## src/hdl/tbs_pkg.sv

```systemverilog
// Package for the two-button mode and digit setter.
// Field widths, mode codes, register indexes and reset values; no dependencies.
`timescale 1ns / 1ps

package tbs_pkg;

    localparam int MODE_W     = 2;
    localparam int LOW_W      = 4;
    localparam int HIGH_W     = 2;
    localparam int TICK_CNT_W = 10;
    localparam int CFG_IDX_W  = 2;

    typedef logic [MODE_W-1:0]     mode_t;
    typedef logic [LOW_W-1:0]      low_digit_t;
    typedef logic [HIGH_W-1:0]     high_digit_t;
    typedef logic [TICK_CNT_W-1:0] tick_cnt_t;
    typedef logic [CFG_IDX_W-1:0]  cfg_idx_t;

    localparam mode_t MODE_RUN      = 2'd0;
    localparam mode_t MODE_SET_LOW  = 2'd1;
    localparam mode_t MODE_SET_HIGH = 2'd2;

    localparam cfg_idx_t CFG_LONG_HOLD = 2'd0;
    localparam cfg_idx_t CFG_SHORT_MIN = 2'd1;
    localparam cfg_idx_t CFG_REPEAT    = 2'd2;

    localparam tick_cnt_t LONG_HOLD_RST = 10'd400;
    localparam tick_cnt_t SHORT_MIN_RST = 10'd10;
    localparam tick_cnt_t REPEAT_RST    = 10'd40;
    localparam tick_cnt_t COUNT_MAX     = 10'd1023;

    localparam low_digit_t  LOW_WRAP  = 4'b1111;
    localparam high_digit_t HIGH_WRAP = 2'b11;

    // Saturating increment of a hold counter.
    function automatic tick_cnt_t count_up(input tick_cnt_t c);
        return (c == COUNT_MAX) ? c : c + tick_cnt_t'(1);
    endfunction

endpackage

```

## src/hdl/tbs_if.sv

```systemverilog
// Channel interfaces for the two-button mode and digit setter.
// Depends on tbs_pkg for the field widths.
`timescale 1ns / 1ps

interface tbs_in_if;
    import tbs_pkg::*;

    logic valid;
    logic ready;
    logic mode_button;
    logic adjust_button;

    modport source (output valid, output mode_button, output adjust_button, input ready);
    modport sink   (input valid, input mode_button, input adjust_button, output ready);
endinterface

interface tbs_out_if;
    import tbs_pkg::*;

    logic        valid;
    logic        ready;
    mode_t       current_mode;
    low_digit_t  low_value;
    high_digit_t high_value;

    modport source (output valid, output current_mode, output low_value, output high_value,
                    input ready);
    modport sink   (input valid, input current_mode, input low_value, input high_value,
                    output ready);
endinterface

```

## src/hdl/two_button_mode_and_digit_setter.sv

```systemverilog
// Channel   | Dir | Payload                                  | Handshake
// tick      | in  | mode_button, adjust_button               | valid/ready
// result    | out | current_mode, low_value, high_value      | valid/ready
// cfg       | in  | cfg_index, cfg_data                      | cfg_we, no wait
//
// One item per clock while the result is not stalled; an item passes the input register, then the result register.
// The state update for a tick is a single pass of compares and small counters.
// Reset: run mode, digits and counters zero, thresholds 400 / 10 / 40.
// A stalled result holds the input register; one item waits there before tick.ready drops.
// Depends on tbs_pkg and tbs_if.
`timescale 1ns / 1ps

module two_button_mode_and_digit_setter (
    input  logic                  clk,
    input  logic                  rst_n,
    tbs_in_if.sink                tick,
    tbs_out_if.source             result,
    input  logic                  cfg_we,
    input  tbs_pkg::cfg_idx_t     cfg_index,
    input  tbs_pkg::tick_cnt_t    cfg_data
);
    import tbs_pkg::*;

    // configuration
    tick_cnt_t long_hold_reg;
    tick_cnt_t short_min_reg;
    tick_cnt_t repeat_reg;

    // input register
    logic s1_valid_reg;
    logic s1_mode_button_reg;
    logic s1_adjust_button_reg;

    // block state
    mode_t       mode_reg, mode_next;
    low_digit_t  low_digit_reg, low_digit_next;
    high_digit_t high_digit_reg, high_digit_next;
    tick_cnt_t   mode_count_reg, mode_count_next;
    logic        adjust_armed_reg, adjust_armed_next;
    tick_cnt_t   adjust_count_reg, adjust_count_next;

    // result register
    logic        out_valid_reg;
    mode_t       out_mode_reg;
    low_digit_t  out_low_reg;
    high_digit_t out_high_reg;

    logic      advance;
    logic      mode_armed;
    tick_cnt_t mode_cnt_up;
    logic      adj_arm_now;
    logic      adj_armed;
    tick_cnt_t adj_cnt_base;
    tick_cnt_t adj_cnt_up;
    logic      adj_step;

    assign advance    = s1_valid_reg && (!out_valid_reg || result.ready);
    assign tick.ready = !s1_valid_reg || advance;

    assign result.valid        = out_valid_reg;
    assign result.current_mode = out_mode_reg;
    assign result.low_value    = out_low_reg;
    assign result.high_value   = out_high_reg;

    always_ff @(posedge clk or negedge rst_n)
    begin
        if (!rst_n)
        begin
            long_hold_reg <= LONG_HOLD_RST;
            short_min_reg <= SHORT_MIN_RST;
            repeat_reg    <= REPEAT_RST;
        end
        else if (cfg_we)
        begin
            case (cfg_index)
                CFG_LONG_HOLD: long_hold_reg <= cfg_data;
                CFG_SHORT_MIN: short_min_reg <= cfg_data;
                CFG_REPEAT:    repeat_reg    <= cfg_data;
                default:       ;
            endcase
        end
    end

    // Mode button: armed level is just the current level; the count survives early releases.
    always_comb
    begin
        mode_armed      = s1_mode_button_reg;
        mode_cnt_up     = mode_armed ? count_up(mode_count_reg) : mode_count_reg;
        mode_next       = mode_reg;
        mode_count_next = mode_cnt_up;
        if (mode_armed && (mode_cnt_up >= long_hold_reg))
        begin
            case (mode_reg)
                MODE_RUN:     mode_next = MODE_SET_LOW;
                MODE_SET_LOW: mode_next = MODE_RUN;
                default:      mode_next = mode_reg;
            endcase
            mode_count_next = '0;
        end
        else if (!mode_armed && (mode_cnt_up > short_min_reg) && (mode_cnt_up < long_hold_reg))
        begin
            case (mode_reg)
                MODE_SET_LOW:  mode_next = MODE_SET_HIGH;
                MODE_SET_HIGH: mode_next = MODE_SET_LOW;
                default:       mode_next = MODE_RUN;
            endcase
            mode_count_next = '0;
        end
    end

    // Adjust button: a fresh press loads 1 and then counts, so the first step
    // comes a tick earlier than later repeats.
    always_comb
    begin
        adj_arm_now       = s1_adjust_button_reg && !adjust_armed_reg;
        adj_armed         = adj_arm_now || adjust_armed_reg;
        adj_cnt_base      = adj_arm_now ? tick_cnt_t'(1) : adjust_count_reg;
        adj_cnt_up        = adj_armed ? count_up(adj_cnt_base) : adj_cnt_base;
        adj_step          = adj_cnt_up > repeat_reg;
        adjust_count_next = adj_step ? '0 : adj_cnt_up;
        adjust_armed_next = adj_armed && s1_adjust_button_reg;

        low_digit_next  = low_digit_reg;
        high_digit_next = high_digit_reg;
        if (adj_step)
        begin
            case (mode_next)
                MODE_SET_LOW:
                    low_digit_next = (low_digit_reg == LOW_WRAP) ? '0
                                     : low_digit_reg + low_digit_t'(1);
                MODE_SET_HIGH:
                    high_digit_next = (high_digit_reg == HIGH_WRAP) ? '0
                                      : high_digit_reg + high_digit_t'(1);
                default: ;
            endcase
        end
    end

    always_ff @(posedge clk or negedge rst_n)
    begin
        if (!rst_n)
        begin
            s1_valid_reg     <= 1'b0;
            out_valid_reg    <= 1'b0;
            mode_reg         <= MODE_RUN;
            low_digit_reg    <= '0;
            high_digit_reg   <= '0;
            mode_count_reg   <= '0;
            adjust_armed_reg <= 1'b0;
            adjust_count_reg <= '0;
        end
        else
        begin
            if (tick.ready)
            begin
                s1_valid_reg <= tick.valid;
            end
            if (advance)
            begin
                out_valid_reg    <= 1'b1;
                mode_reg         <= mode_next;
                low_digit_reg    <= low_digit_next;
                high_digit_reg   <= high_digit_next;
                mode_count_reg   <= mode_count_next;
                adjust_armed_reg <= adjust_armed_next;
                adjust_count_reg <= adjust_count_next;
            end
            else if (result.ready)
            begin
                out_valid_reg <= 1'b0;
            end
        end
    end

    always_ff @(posedge clk)
    begin
        if (tick.valid && tick.ready)
        begin
            s1_mode_button_reg   <= tick.mode_button;
            s1_adjust_button_reg <= tick.adjust_button;
        end
        if (advance)
        begin
            out_mode_reg <= mode_next;
            out_low_reg  <= low_digit_next;
            out_high_reg <= high_digit_next;
        end
    end

    // Input side stalls only with an item held and the result stalled.
    assert property (@(posedge clk) disable iff (!rst_n)
        !tick.ready |-> (s1_valid_reg && out_valid_reg && !result.ready))
        else $error("tick stalled without a held item and stalled result");

    // A mode change always consumes the mode-button count.
    assert property (@(posedge clk) disable iff (!rst_n)
        (advance && (mode_next != mode_reg)) |=> (mode_count_reg == '0))
        else $error("mode changed but mode count not cleared");

    // Digits move only in their set mode.
    assert property (@(posedge clk) disable iff (!rst_n)
        (advance && (low_digit_next != low_digit_reg)) |-> (mode_next == MODE_SET_LOW))
        else $error("low digit stepped outside set-low");

    assert property (@(posedge clk) disable iff (!rst_n)
        (advance && (high_digit_next != high_digit_reg)) |-> (mode_next == MODE_SET_HIGH))
        else $error("high digit stepped outside set-high");

    // A shown result matches the state it left behind.
    assert property (@(posedge clk) disable iff (!rst_n)
        result.valid |-> ((result.current_mode == mode_reg)
                          && (result.low_value == low_digit_reg)
                          && (result.high_value == high_digit_reg)))
        else $error("result register out of step with state");

endmodule
```

## src/flat_wrapper.sv

```systemverilog
// flat-port wrapper written by rule: the top's interface ports become plain ports
module two_button_mode_and_digit_setter_flat import tbs_pkg::*;
  (clk, rst_n, cfg_we, cfg_index, cfg_data, tick_valid, tick_mode_button, tick_adjust_button, tick_ready, result_valid, result_current_mode, result_low_value, result_high_value, result_ready);
  tbs_in_if tick_i ();
  tbs_out_if result_i ();
  input  logic clk;
  input  logic rst_n;
  input  logic cfg_we;
  input  tbs_pkg::cfg_idx_t cfg_index;
  input  tbs_pkg::tick_cnt_t cfg_data;
  input wire logic [$bits(tick_i.valid)-1:0] tick_valid;
  input wire logic [$bits(tick_i.mode_button)-1:0] tick_mode_button;
  input wire logic [$bits(tick_i.adjust_button)-1:0] tick_adjust_button;
  output wire logic [$bits(tick_i.ready)-1:0] tick_ready;
  output wire logic [$bits(result_i.valid)-1:0] result_valid;
  output wire logic [$bits(result_i.current_mode)-1:0] result_current_mode;
  output wire logic [$bits(result_i.low_value)-1:0] result_low_value;
  output wire logic [$bits(result_i.high_value)-1:0] result_high_value;
  input wire logic [$bits(result_i.ready)-1:0] result_ready;
  assign tick_i.valid = tick_valid;
  assign tick_i.mode_button = tick_mode_button;
  assign tick_i.adjust_button = tick_adjust_button;
  assign tick_ready = tick_i.ready;
  assign result_valid = result_i.valid;
  assign result_current_mode = result_i.current_mode;
  assign result_low_value = result_i.low_value;
  assign result_high_value = result_i.high_value;
  assign result_i.ready = result_ready;
  two_button_mode_and_digit_setter u_core (.clk(clk), .rst_n(rst_n), .tick(tick_i), .result(result_i), .cfg_we(cfg_we), .cfg_index(cfg_index), .cfg_data(cfg_data));
endmodule
```

## config.mk

```make
export PLATFORM = sky130hd
export DESIGN_NAME = two_button_mode_and_digit_setter_flat
export DESIGN_NICKNAME = d
export VERILOG_FILES = /design/src/hdl/tbs_pkg.sv /design/src/hdl/tbs_if.sv /design/src/hdl/two_button_mode_and_digit_setter.sv /design/src/flat_wrapper.sv
export SDC_FILE = /design/constraint.sdc
export NUM_CORES = 1
export LEC_CHECK = 0
export BUFFER_PORTS_ARGS = -buffer_cell sky130_fd_sc_hd__clkbuf_2
export CAP_MARGIN = 20
export CORE_ASPECT_RATIO = 2
export CORE_MARGIN = 2
export CORE_UTILIZATION = 65
export CTS_BUF_LIST = sky130_fd_sc_hd__clkbuf_16
export DETAILED_ROUTE_END_ITERATION = 8
export PLACE_DENSITY_LB_ADDON = 0.3
export SLEW_MARGIN = 20
export SYNTH_ARGS = -nofsm -noshare
export SYNTH_HDL_FRONTEND = slang
export SYNTH_SLANG_ARGS = --single-unit
```

## constraint.sdc

```tcl
create_clock -name clk -period 6.5 [get_ports clk]
set_input_delay 1.95 -clock clk [delete_from_list [all_inputs] [get_ports clk]]
set_output_delay 1.95 -clock clk [all_outputs]
set_load 0.01 [all_outputs]
```

# --- Word level (Yosys, flattened, before mapping) ---
# Index checks and enable logic that the tools add are counted.
classes:
  addsub: 4
  n_eq_ne: 10
  muxes: 20
  n_div: 0
  n_mul: 0
  reduce_logical: 20
  shifts: 0
  n_bitwise: 0
  magnitude_cmp: 4
op_table:
  columns: ["op", "n"]
  rows:
  - ["two-way mux 10 bit", 8]
  - ["adder 10 x 1 -> 10 bit, second input constant", 2]
  - ["equality test 10 bit, second input constant", 2]
  - ["greater-than comparator 10 bit", 2]
  - ["two-way mux 4 bit", 3]
  - ["greater-or-equal comparator 10 bit", 1]
  - ["< comparator 10 bit", 1]
  - ["two-way mux 2 bit", 5]
  - ["equality test 2 bit, second input constant", 4]
  - ["case mux 2 bit (2 select lines)", 2]
  - ["logical AND 1 bit", 7]
  - ["equality test 2 x 1 -> 1 bit, second input constant", 3]
  - ["AND reduction 2 bit", 3]
  - ["adder 4 x 1 -> 4 bit, second input constant", 1]
  - ["equality test 4 bit, second input constant", 1]
  - ["zero test 1 bit", 4]
  - ["zero test 2 bit", 2]
  - ["logical OR 1 bit", 3]
  - ["adder 2 x 1 -> 2 bit, second input constant", 1]
  - ["two-way mux 1 bit", 2]
  - ["nonzero test 2 bit", 1]
word_totals:
  mem_bits_ro: 0
  reg_bits: 71
  ramBits: 0
  elab_cells: 74
  out_inout_bits: 10
  latchBits: 0
  n_memories: 0

# --- Depth between registers and ports, before layout ---
# Gate-level depths: netlist of run 1.
logic_depth:
  depth_word: 11
  mapped_depth: 21
  depth_no_buf: 19

# --- Least setup slack after synthesis of run 1 ---
# Ideal clock, no wire load.
synth_path:
  path_type: "register to register"
  start: "register u_core.adjust_armed_reg"
  end: "register u_core.low_digit_reg[0]"
  required_ps: 6375
  path_buffers: 2
  arrival_ps: 4150
  stages_incl_launch_ff: 20
  slack_ps: 2225
  period_less_slack_ps: 4275
  cell_sequence: "dfrtp_1 -> clkbuf_1 -> nand2b_1 -> nand2_1 -> inv_1 -> ha_1 -> and3_1 -> and3_1 -> a41oi_1 -> nand4_1 -> xor2_1 -> nor2_1 -> ha_1 -> and3_1 -> a221o_1 -> a211oi_1 -> a31oi_1 -> clkbuf_1 -> nand4_4 -> mux2_2"
synth_via:
  elab_chain_cells: 8
  word_cells_on_any_way: 10
  classes_between: "add/sub (1); order compare (1); eq/ne (1); mux (4); reduce/logical (3)"
synth_lines:
  columns: ["element", "line_no", "text"]
  rows:
  - ["from (decl)", "two_button_mode_and_digit_setter.sv:39", "logic adjust_armed_reg, adjust_armed_next;"]
  - ["from (signal assigned)", "two_button_mode_and_digit_setter.sv:165", "adjust_armed_reg <= adjust_armed_next;"]
  - ["zero test 1 bit", "two_button_mode_and_digit_setter.sv:115", "adj_arm_now = s1_adjust_button_reg && !adjust_armed_reg;"]
  - ["logical AND 1 bit", "two_button_mode_and_digit_setter.sv:115", null]
  - ["two-way mux 10 bit", "two_button_mode_and_digit_setter.sv:117", "adj_cnt_base = adj_arm_now ? tick_cnt_t'(1) : adjust_count_reg;"]
  - ["adder 10 x 1 -> 10 bit / equality test 10 bit (equally long branches)", "tbs_pkg.sv:37", "return (c == COUNT_MAX) ? c : c + tick_cnt_t'(1);"]
  - ["two-way mux 10 bit", "tbs_pkg.sv:37", null]
  - ["two-way mux 10 bit *", "two_button_mode_and_digit_setter.sv:118", "adj_cnt_up = adj_armed ? count_up(adj_cnt_base) : adj_cnt_base;"]
  - ["greater-than comparator 10 bit *", "two_button_mode_and_digit_setter.sv:119", "adj_step = adj_cnt_up > repeat_reg;"]
  - ["two-way mux 4 bit *", "two_button_mode_and_digit_setter.sv:125", "if (adj_step)"]
  - ["to (signal assigned)", "two_button_mode_and_digit_setter.sv:162", "low_digit_reg <= low_digit_next;"]
  - ["to (decl)", "two_button_mode_and_digit_setter.sv:36", "low_digit_t low_digit_reg, low_digit_next;"]
# Every way passes the cells marked *; elsewhere a longest branch is shown, timed or not.
# A chain may end at the register's enable or synchronous reset.

# --- Worst setup path in the final report of run 1 ---
layout_path:
  start: "register u_core.mode_count_reg[0]"
  end: "register u_core.out_high_reg[1] (netlist: u_core.result.high_value[1]), data pin"
layout_via:
  elab_chain_cells: 11
  word_cells_on_any_way: 15
  classes_between: "add/sub (1); order compare (3); eq/ne (2); mux (6); reduce/logical (3)"
layout_lines:
  columns: ["element", "line_no", "text"]
  rows:
  - ["from (decl)", "two_button_mode_and_digit_setter.sv:38", "tick_cnt_t mode_count_reg, mode_count_next;"]
  - ["from (signal assigned)", "two_button_mode_and_digit_setter.sv:164", "mode_count_reg <= mode_count_next;"]
  - ["adder 10 x 1 -> 10 bit / equality test 10 bit (equally long branches)", "tbs_pkg.sv:37", null]
  - ["two-way mux 10 bit", "tbs_pkg.sv:37", null]
  - ["two-way mux 10 bit *", "two_button_mode_and_digit_setter.sv:88", "mode_cnt_up = mode_armed ? count_up(mode_count_reg) : mode_count_reg;"]
  - ["greater-than comparator 10 bit", "two_button_mode_and_digit_setter.sv:100", "else if (!mode_armed && (mode_cnt_up > short_min_reg) && (mode_cnt_up < long_hold_reg))"]
  - ["logical AND 1 bit (2 in series)", "two_button_mode_and_digit_setter.sv:100", null]
  - ["two-way mux 2 bit", "two_button_mode_and_digit_setter.sv:100", null]
  - ["two-way mux 2 bit *", "two_button_mode_and_digit_setter.sv:91", "if (mode_armed && (mode_cnt_up >= long_hold_reg))"]
  - ["equality test 2 bit *", "two_button_mode_and_digit_setter.sv:127", "case (mode_next)"]
  - ["two-way mux 2 bit *", "two_button_mode_and_digit_setter.sv:127", null]
  - ["two-way mux 2 bit *", "two_button_mode_and_digit_setter.sv:125", null]
  - ["named net u_core.high_digit_next[1]", "two_button_mode_and_digit_setter.sv:37", "high_digit_t high_digit_reg, high_digit_next;"]
  - ["to (signal assigned)", "two_button_mode_and_digit_setter.sv:186", "out_high_reg <= high_digit_next;"]
  - ["to (decl)", "two_button_mode_and_digit_setter.sv:46", "high_digit_t out_high_reg;"]
# Mark *: on every way through the listed nets, which the timed path passes. The rest lies on a longest branch.

==> reports/metrics.yaml, run 1 <==
run_status:
  run_status: "finished, final reports clean"
sta:
  clock-skew-final_ps: 5.55
  finalCriticalPeriod_ps: 4720
  final_max_slew_viol_count: 0
  fin_crit_sh_pct: 72.6
  setup_viol: 0
  fmax_mhz: 212
  slew_headroom_pct: 49.5
  finalHoldViolations: 0
  rsz0062_at_grt: "no"
  setup_tns_ps: 0
  worst_pin_slew_ps: 758
clock_tree:
  cts_root_buf: "clkbuf_16"
  cts.sinks: 71
  numCtsBuffers: 9
  h-tree-depth: 3
  cts_max_path_buffers: 2
  cts_tree: "built"
  cts_setup_buffers: 0
  clkTransAtPathRegs_ps: 50
  clk_latency_ps: 330
  cts_resized: 0
  ctsHoldBuffers: 0
die:
  start_util_pct: 67.1
  die_h_um: 118
  core_region_area_um2: 6260
  rows: 41
  fp.dieArea_um2: 7160
  ios: 29
  die_width_um: 60.8
finish:
  multiInputGateArea_um2: 2150
  regArea_um2: 1840
  area_growth_pct: 11.9
  final_cell_mix: "54 x dfrtp_1, 46 x inv_1, 43 x nand2_1"
  finalCoreUtilization_pct: 75.1
  nNetsFinal: 495
  drive_above_1_share_pct: 20.1
  diodes: 0
  mostFrequentLayoutCell: "dfrtp_1"
  n_fill_cell: 437
  final_cell_count_no_fill: 529
yosys:
  ys_seq_elements: 71
  ys_seq_area_share_pct: 43.7
  synth_nets: 464
  yosysTopAreaCell: "dfrtp_1"
  yosys_most_used_dff: "dfrtp_1"
  yosys-top-cells-area: "dfrtp_1 32%, ha_1 11%, mux2_2 8.3%"
  mappedNetlistArea_um2: 4200
  ys_types: 51
  synth_edf_count: 10
  synth_warnings: 0
  netlist.area_leader.share_pct: 32.2
  avgSynthCellArea_um2: 10.3
  synthArstFlopShare_pct: 85.9
  syn_inst: 408
worst_setup_path:
  r2r_start: "u_core.mode_count_reg[0]$_DFFE_PN0P_"
  worstSetupPathType: "reg -> reg"
  crit_chain: "ha_1 > nand4_1 > o21ai_1 > nand2b_1 > nor2_1 > xor2_1 > ha_1 > a21oi_1 > o21ai_0 > a2111o_1 > or2_4 > a311o_1 > nor3b_2 > mux2_2"
  worstSetupEndpointType: "register"
  cp_slowest_cell: "a2111o_1"
  worstPathArrival_ps: 4800
  crit_start: "u_core.mode_count_reg[0]$_DFFE_PN0P_"
  cp_slowest_stage_delay_ps: 540
  critical_path.max_fanout: 10
  r2r-end: "u_core.result.high_value[1]$_DFFE_PP_"
  worstSetupEndpoint: "u_core.result.high_value[1]$_DFFE_PP_"
  required_ps: 6580
  path_common_cell: "ha_1"
  critPathLaunchType: "register"
  rr_worst_depth: 14
  ff2ff_setup_slack_ps: 1780
power_and_ir_drop:
  p_leak_uw: 0.00224
  powerDensity_nw_per_um2: 301
  ir_drop_uv: 200
route:
  drt_wl_total_um: 9000
  firstDrtPassIters: 4
  postRouteAntennaNets: 0
  drt_first_iter_violations: 156
  drc: 0
  wl_per_cell_um: 17.0
  avgViaCountPerCell: 5.95
  vias: 3145
hold_path:
  min_from: "u_core.s1_valid_reg$_DFFE_PN0N_"
  whs_path_depth: 1
  hold_class: "reg -> reg"
global_routing:
  grt_pass1_wl_um: 14800
  grt_max_degree: 62
  antenna_found_initial: 0
  track_usage_pct: 27.6
  overflow: 0
  grt_pass1_vias: 3237
placement:
  gp_congestion: 0.965
  portBuffers: 28
  dp_hpwl_um: 6630
  place_inst: 514
flow_run:
  cap_violations: 0
==> cells in the mapped netlist, drive strengths merged, types with 2 or more instances <==
cell	instances
buf	2
o21a	2
inv	43
mux2	31
a21o	5
and3	8
ha	37
nor2	20
nor2b	2
nand2	43
dfrtp	54
o31ai	3
a21oi	9
xor2	10
a211oi	5
nand3b	3
o2bb2ai	2
edfxtp	10
a22o	12
a221o	2
clkbuf	10
dfstp	7
nor3b	4
and4	4
nand4	10
o21ai	25
nand3	8
xnor2	6
nand2b	7
a31oi	6
nor3	8
==> stage by stage <==
stage	total power, uW	worst slack, ps	hold WS [ps]	cell area [um2]
finish	1410	1780	495	4700
global route	1490	1490	508	4700
CTS	1420	1780	499	4700
detailed placement	958	1810	493	4420
global placement	939	1950	472	4420
floorplan	853	2220	457	4200
==> area by class of cell <==
type / instances / area share, %
multi-input cells: 282 / 45.7
flip-flops and latches: 71 / 39.1
clock buffers: 9 / 4.79
repair buffers: 32 / 3.62
inverters: 43 / 3.44
well taps: 86 / 2.29
clock inverters: 6 / 1.04
==> kinds of logic after synthesis <==
family,count (synthesis),synth area share [%]
multiplexers,31,8.32
flip-flops,71,43.7
AND/OR/NAND/NOR,121,15.5
adder cells (fa/ha/maj),37,11.0
buffers and inverters,55,5.10
XOR/XNOR,16,3.34
AO/OA/AOI/OAI,77,13.0
==> report_power, final <==
| group | leakage (uW) | internal [uW] | switching [uW] |
|---|---|---|---|
| sequential | 0.000862 | 531 | 58.1 |
| combinational | 0.00124 | 153 | 216 |
| clock | 0.000144 | 287 | 166 |
| total | 0.00224 | 972 | 440 |
==> critical path, delay by kind of cell (launching register included) <==
family	cells	cell delay, ps
xor gates and xnor gates	1	220
muxes	1	360
adders and majority gates	2	540
DFF	1	410
AOI/OAI and AO/OA	5	1800
and+or+nand+nor	5	1140
==> worst min-delay path by stage <==
stage                                                  end  slack [ps]
after floorplan            u_core.result.valid$_DFFE_PN0P_         460
after detailed placement  u_core.repeat_reg[8]$_DFFE_PN0P_         490
final                      u_core.result.valid$_DFFE_PN0P_         490
after global placement     u_core.result.valid$_DFFE_PN0P_         470
after global routing      u_core.repeat_reg[8]$_DFFE_PN0P_         510
after CTS                  u_core.result.valid$_DFFE_PN0P_         500
==> per-layer routing <==
layer	up-vias	global-route usage, %	share of wire [%]
met4	0	15.4	4.2
met2	86	46.8	56
met5	-	0	0
met1	1515	30.8	37
li1	1511	-	-
met3	33	5.05	3.0
Power figures use the tool's default switching activity.
==> run 2, diff against run 1 <==
--- a/config.mk
+++ b/config.mk
@@ -9,7 +9,7 @@
 export CAP_MARGIN = 20
 export CORE_ASPECT_RATIO = 2
 export CORE_MARGIN = 2
-export CORE_UTILIZATION = 65
+export CORE_UTILIZATION = 61
 export CTS_BUF_LIST = sky130_fd_sc_hd__clkbuf_16
 export DETAILED_ROUTE_END_ITERATION = 8
 export PLACE_DENSITY_LB_ADDON = 0.3
==> constraint.sdc (replaced) <==
create_clock -name clk -period 4.7 [get_ports clk]
set_input_delay 1.41 -clock clk [delete_from_list [all_inputs] [get_ports clk]]
set_output_delay 1.41 -clock clk [all_outputs]
set_load 0.01 [all_outputs]
==> run 2 against run 1 <==
Against the previous run:
- non-clock buffer count is 3 higher
- utilization fell by 3.5 points
- routed wire length up 0.70%
- maximum frequency up 6.0%
- critical path type unchanged
- via count up 1.6%
==> reports/metrics.yaml, run 2 (synthesized netlist as in run 1, its figures left out) <==
run_status:
  run_status: "finished, final reports clean"  # unchanged
global_routing:
  grt_pass1_vias: 3293  # was 3237
  overflow: 0  # unchanged
  antenna_found_initial: 0  # unchanged
  track_usage_pct: 25.7  # was 27.6%
  grt_pass1_wl_um: 15000  # was 14800 um
  grt_max_degree: 36  # was 62
clock_tree:
  cts.sinks: 71  # unchanged
  clkTransAtPathRegs_ps: 50  # about the same
  cts_tree: "built"  # unchanged
  cts_max_path_buffers: 2  # unchanged
  numCtsBuffers: 9  # unchanged
  cts_setup_buffers: 0  # unchanged
  ctsHoldBuffers: 0  # unchanged
  clk_latency_ps: 330  # about the same
  h-tree-depth: 3  # unchanged
  cts_root_buf: "clkbuf_16"  # unchanged
sta:
  rsz0062_at_grt: "no"  # unchanged
  finalHoldViolations: 0  # unchanged
  setup_tns_ps: 0  # unchanged
  slew_headroom_pct: 52.8  # was 49.5%
  fmax_mhz: 224  # was 212 MHz
  setup_ws_ps: 245  # was 1780 ps
  setup_viol: 0  # unchanged
  clock-skew-final_ps: 4.92  # was 5.55 ps
  fin_crit_sh_pct: 94.8  # was 72.6%
  final_max_slew_viol_count: 0  # unchanged
  finalCriticalPeriod_ps: 4450  # was 4720 ps
  worst_pin_slew_ps: 707  # was 758 ps
power_and_ir_drop:
  pwr-share-clk_pct: 32.6  # was 32.1%
  finalPower_uw: 1960  # was 1410 uW
  switching_share_pct: 31.2  # about the same
  p_switching_uw: 613  # was 440 uW
  powerDensity_nw_per_um2: 415  # was 301 nW/um2
  seqPwrFrac_pct: 41.5  # was 41.7%
  p_leak_uw: 0.00226  # was 0.00224 uW
  comb_power_share_pct: 26.0  # was 26.2%
  internal-power_uw: 1350  # was 972 uW
  ir_drop_uv: 448  # was 200 uV
die:
  rows: 42  # was 41
  start_util_pct: 63.4  # was 67.1%
  fp.dieArea_um2: 7600  # was 7160 um2
  die_width_um: 62.7  # was 60.8 um
  ios: 29  # unchanged
  die_h_um: 121  # was 118 um
  core_region_area_um2: 6620  # was 6260 um2
worst_setup_path:
  critical_path.max_fanout: 10  # unchanged
  critPathLaunchType: "register"  # unchanged
  required_ps: 4780  # was 6580 ps
  path_common_cell: "ha_1"  # unchanged
  worstSetupPathType: "reg -> reg"  # unchanged
  cp_slowest_stage_delay_ps: 500  # was 540 ps
  cp_num_buf_inv: 1  # was 0
  worstPathArrival_ps: 4540  # was 4800 ps
  crit_chain: "ha_1 > nand4_1 > o21ai_1 > buf_4 > nand2b_1 > nor3_2 > xor2_1 > ha_1 > a211oi_2 > nor2_1 > a2111o_1 > o21ai_4 > o32ai_1 > a31oi_4 > nand3_4 > mux2_2"  # was ha_1 > nand4_1 > o21ai_1 > nand2b_1 > nor2_1 > xor2_1 > ha_1 > a21oi_1 > o21ai_0 > a2111o_1 > or2_4 > a311o_1 > nor3b_2 > mux2_2
  cp_slowest_cell: "a2111o_1"  # unchanged
  worstSetupEndpointType: "register"  # unchanged
  critPathTopFamily: "compound AO/OA/AOI/OAI gates"  # unchanged
finish:
  diodes: 0  # unchanged
  mostFrequentLayoutCell: "dfrtp_1"  # unchanged
  final_cell_mix: "54 x dfrtp_1, 46 x inv_1, 43 x nand2_1"  # unchanged
  drive_above_1_share_pct: 21.5  # was 20.1%
  area_growth_pct: 12.9  # was 11.9%
  nNetsFinal: 498  # was 495
  postLayoutCellArea_um2: 4740  # was 4700 um2
  n_fill_cell: 491  # was 437
route:
  avgViaCountPerCell: 5.97  # was 5.95
  vias: 3196  # was 3145
  wl_per_cell_um: 16.9  # was 17.0 um
  postRouteAntennaNets: 0  # unchanged
  firstDrtPassIters: 5  # was 4
  drc: 0  # unchanged
  drt_wl_total_um: 9060  # was 9000 um
  drt_first_iter_violations: 156  # unchanged
placement:
  dp_hpwl_um: 6860  # was 6630 um
  gp_congestion: 0.899  # was 0.965
  place_ws_ps: 257  # was 1810 ps
  portBuffers: 28  # unchanged
  dpl_cell_area_um2: 4450  # was 4420 um2
hold_path:
  hold_class: "reg -> reg"  # unchanged
flow_run:
  cap_violations: 0  # unchanged
==> run 2: cell count changes in the layout (fill, tap and decap cells not counted), sizes merged <==
cell and delta:
clkinvlp +1, buf +3
==> run 2: timing repair <==
item,4_1_cts,5_1_grt
gates resized for setup,0,2
endpoints found under the hold margin,0,0
setup endpoints to repair,0,6
==> run 2: worst paths after layout <==
check                      depth (start not counted)  slack (ps)                                 start                              endpoint
max                                               16         250  u_core.mode_count_reg[0]$_DFFE_PN0P_  u_core.result.low_value[1]$_DFFE_PP_
min                                                1         510   u_core.short_min_reg[8]$_DFFE_PN0P_   u_core.short_min_reg[8]$_DFFE_PN0P_
max reg2reg                                       16         250  u_core.mode_count_reg[0]$_DFFE_PN0P_  u_core.result.low_value[1]$_DFFE_PP_
min reg2reg                                        1         510   u_core.short_min_reg[8]$_DFFE_PN0P_   u_core.short_min_reg[8]$_DFFE_PN0P_
max in group asynchronous                          2        2660                                 rst_n   u_core.short_min_reg[3]$_DFFE_PN1P_
min in group asynchronous                          1        1110                                 rst_n        u_core.mode_reg[0]$_DFFE_PN0P_
==> run 2: metrics by stage <==
step,util (%),cells,hold WS (ps)
floorplan,-,408,457
global placement,67.2,519,474
detailed placement,67.2,519,496
CTS,71.4,535,510
global route,71.6,535,535
finish,71.6,535,506
==> run 2: area by class of cell <==
cell class,instances,area (um2),share of cell area [%]
multi-input cells,282,2160,45.5
well taps,88,110,2.32
inverters,43,161,3.41
clock inverters,7,57.6,1.21
flip-flops and latches,71,1840,38.7
repair buffers,35,193,4.07
clock buffers,9,225,4.75
==> run 2: power by group through the flow <==
| stage | combinational [uW] | sequential (uW) | clock (uW) |
|---|---|---|---|
| 2_1_floorplan | 381 | 798 | 0 |
| 4_1_cts | 514 | 812 | 650 |
| 6_report | 510 | 815 | 640 |
| 5_1_grt | 578 | 826 | 681 |
| 3_5_place_dp | 507 | 821 | 0 |
| 3_3_place_gp | 486 | 816 | 0 |
==> run 2: routing by layer <==
layer / wire length, um / global-route usage, % / vias to the layer above
met5: 0 / 0 / -
met4: 252 / 11.7 / 0
met3: 282 / 4.82 / 21
met2: 5240 / 50.9 / 92
met1: 3290 / 24.8 / 1567
li1: - / - / 1516
==> run 3, diff against run 2 <==
--- a/config.mk
+++ b/config.mk
@@ -13,6 +13,7 @@
 export CTS_BUF_LIST = sky130_fd_sc_hd__clkbuf_16
 export DETAILED_ROUTE_END_ITERATION = 8
 export PLACE_DENSITY_LB_ADDON = 0.3
+export REMOVE_ABC_BUFFERS = 1
 export SLEW_MARGIN = 20
 export SYNTH_ARGS = -nofsm -noshare
 export SYNTH_HDL_FRONTEND = slang
==> run 3 against run 2 <==
Against the previous run:
- utilization is essentially flat
- cell area is essentially flat
- count of clock-buffer cells in the layout is the same
- via count shrank 0.97%
- first-iteration DRC count grew 7.7%
- clock skew grew 1.1 ps
- critical path type unchanged
- largest cell class unchanged
- highest routed layer unchanged
==> reports/metrics.yaml, run 3 (synthesized netlist as in run 1, its figures left out) <==
sta:
  setup_tns_ps: 0  # unchanged
  finalCriticalPeriod_ps: 4440  # was 4450 ps
  setup_viol: 0  # unchanged
  hold-worst-slack_ps: 502  # was 506 ps
  rsz0062_at_grt: "no"  # unchanged
  final_max_slew_viol_count: 0  # unchanged
  worst_pin_slew_ps: 722  # was 707 ps
  fin_crit_sh_pct: 94.5  # was 94.8%
  clock-skew-final_ps: 6.00  # was 4.92 ps
  finalHoldViolations: 0  # unchanged
  slew_headroom_pct: 51.8  # was 52.8%
  fmax_mhz: 225  # was 224 MHz
worst_setup_path:
  rr_worst_depth: 14  # was 16
  critical_path.max_fanout: 7  # was 10
  worstPathArrival_ps: 4530  # was 4540 ps
  worstSetupPathType: "reg -> reg"  # unchanged
  critPathLaunchType: "register"  # unchanged
  worstSetupEndpointType: "register"  # unchanged
  required_ps: 4790  # was 4780 ps
power_and_ir_drop:
  p_leak_uw: 0.00227  # was 0.00226 uW
  pwr-share-clk_pct: 30.4  # was 32.6%
  seqPwrFrac_pct: 42.2  # was 41.5%
  p_switching_uw: 618  # was 613 uW
  comb_power_share_pct: 27.4  # was 26.0%
  internal-power_uw: 1300  # was 1350 uW
  switching_share_pct: 32.2  # was 31.2%
  ir_drop_uv: 422  # was 448 uV
  powerDensity_nw_per_um2: 405  # was 415 nW/um2
  finalPower_uw: 1920  # was 1960 uW
clock_tree:
  clkTransAtPathRegs_ps: 50  # about the same
  ctsHoldBuffers: 0  # unchanged
  h-tree-depth: 3  # unchanged
  clk_latency_ps: 340  # was 330 ps
  cts_tree: "built"  # unchanged
  cts_max_path_buffers: 2  # unchanged
  cts_root_buf: "clkbuf_16"  # unchanged
  cts.sinks: 71  # unchanged
  numCtsBuffers: 9  # unchanged
die:
  start_util_pct: 63.4  # unchanged
  core_region_area_um2: 6620  # unchanged
  die_h_um: 121  # unchanged
  die_width_um: 62.7  # unchanged
  rows: 42  # unchanged
  ios: 29  # unchanged
  fp.dieArea_um2: 7600  # unchanged
global_routing:
  antenna_found_initial: 0  # unchanged
  grt_max_degree: 39  # was 36
  grt_pass1_wl_um: 15300  # was 15000 um
  overflow: 0  # unchanged
  grt_pass1_vias: 3220  # was 3293
  track_usage_pct: 26.9  # was 25.7%
finish:
  nNetsFinal: 500  # was 498
  regArea_um2: 1840  # unchanged
  mostFrequentLayoutCell: "dfrtp_1"  # unchanged
  finalCoreUtilization_pct: 71.5  # was 71.6%
  final_cell_mix: "54 x dfrtp_1, 48 x inv_1, 43 x nand2_1"  # was 54 x dfrtp_1, 46 x inv_1, 43 x nand2_1
  area_growth_pct: 12.8  # was 12.9%
  drive_above_1_share_pct: 21.4  # was 21.5%
  diodes: 0  # unchanged
  n_fill_cell: 522  # was 491
  multiInputGateArea_um2: 2160  # unchanged
route:
  avgViaCountPerCell: 5.89  # was 5.97
  drt_first_iter_violations: 168  # was 156
  postRouteAntennaNets: 0  # unchanged
  wl_per_cell_um: 17.4  # was 16.9 um
  vias: 3165  # was 3196
  drc: 0  # unchanged
  drt_wl_total_um: 9330  # was 9060 um
  firstDrtPassIters: 4  # was 5
placement:
  gp_congestion: 0.919  # was 0.899
  portBuffers: 28  # unchanged
  dp_hpwl_um: 7150  # was 6860 um
hold_path:
  whs_path_depth: 1  # unchanged
  hold_class: "reg -> reg"  # unchanged
flow_run:
  cap_violations: 0  # unchanged
run_status:
  run_status: "finished, final reports clean"  # unchanged
==> run 3: power by group through the flow <==
stage | clock, uW | combinational (uW) | sequential, uW
6_report | 582 | 525 | 809
3_3_place_gp | 0 | 496 | 814
5_1_grt | 615 | 597 | 821
3_5_place_dp | 0 | 519 | 817
4_1_cts | 589 | 528 | 808
2_1_floorplan | 0 | 366 | 801
==> run 3: timing repair <==
action                     CTS  global route
setup endpoints to repair    0             4
buffers inserted             0             0
gates resized for setup      0             2
==> run 3: cell type report <==
class | instances | share of cell area (%)
timing repair buffer | 37 | 4.65
multi-input combinational | 282 | 45.5
clock inverter | 7 | 0.581
clock buffer | 9 | 4.76
tap | 88 | 2.32
inverter | 43 | 3.41
sequential | 71 | 38.8
==> run 3: routing by layer <==
metal  part of all wire, %  global-route usage, %  vias to the layer above  routed length [um]
met3                   2.9                   4.64                       25                 269
met2                    56                   50.4                       67                5240
met1                    37                   27.3                     1552                3410
met5                     0                      0                        -                   0
li1                      -                      -                     1521                   -
met4                   4.3                   15.7                        0                 403
==> run 3: worst max-delay path, cell delays in order (launching register included) <==
cell,delay (ps)
dfrtp_1,420
ha_1,270
nand4_1,120
o21ai_1,90
nand2b_1,260
nor2_2,190
xor2_1,240
ha_1,320
a21oi_1,190
o21ai_0,130
a2111o_1,520
or2_4,310
a311o_1,480
nor3b_2,290
mux2_2,350
==> run 3: final timing paths <==
path                                                       from                                     to  slack (ps)
setup / recovery           u_core.mode_count_reg[0]$_DFFE_PN0P_  u_core.result.high_value[1]$_DFFE_PP_         260
hold / removal              u_core.short_min_reg[6]$_DFFE_PN0P_    u_core.short_min_reg[6]$_DFFE_PN0P_         500
setup reg to reg           u_core.mode_count_reg[0]$_DFFE_PN0P_  u_core.result.high_value[1]$_DFFE_PP_         260
hold reg to reg             u_core.short_min_reg[6]$_DFFE_PN0P_    u_core.short_min_reg[6]$_DFFE_PN0P_         500
max in group asynchronous                                 rst_n    u_core.long_hold_reg[7]$_DFFE_PN1P_        3060
min in group asynchronous                                 rst_n       u_core.repeat_reg[1]$_DFFE_PN0P_         950
==> run 3: stage by stage <==
step | area [um2] | cells | setup WS [ps]
floorplan | 4150 | 396 | 94.9
global placement | 4460 | 520 | 393
detailed placement | 4460 | 520 | 324
CTS | 4710 | 536 | 229
global route | 4740 | 537 | 10.7
finish | 4740 | 537 | 261
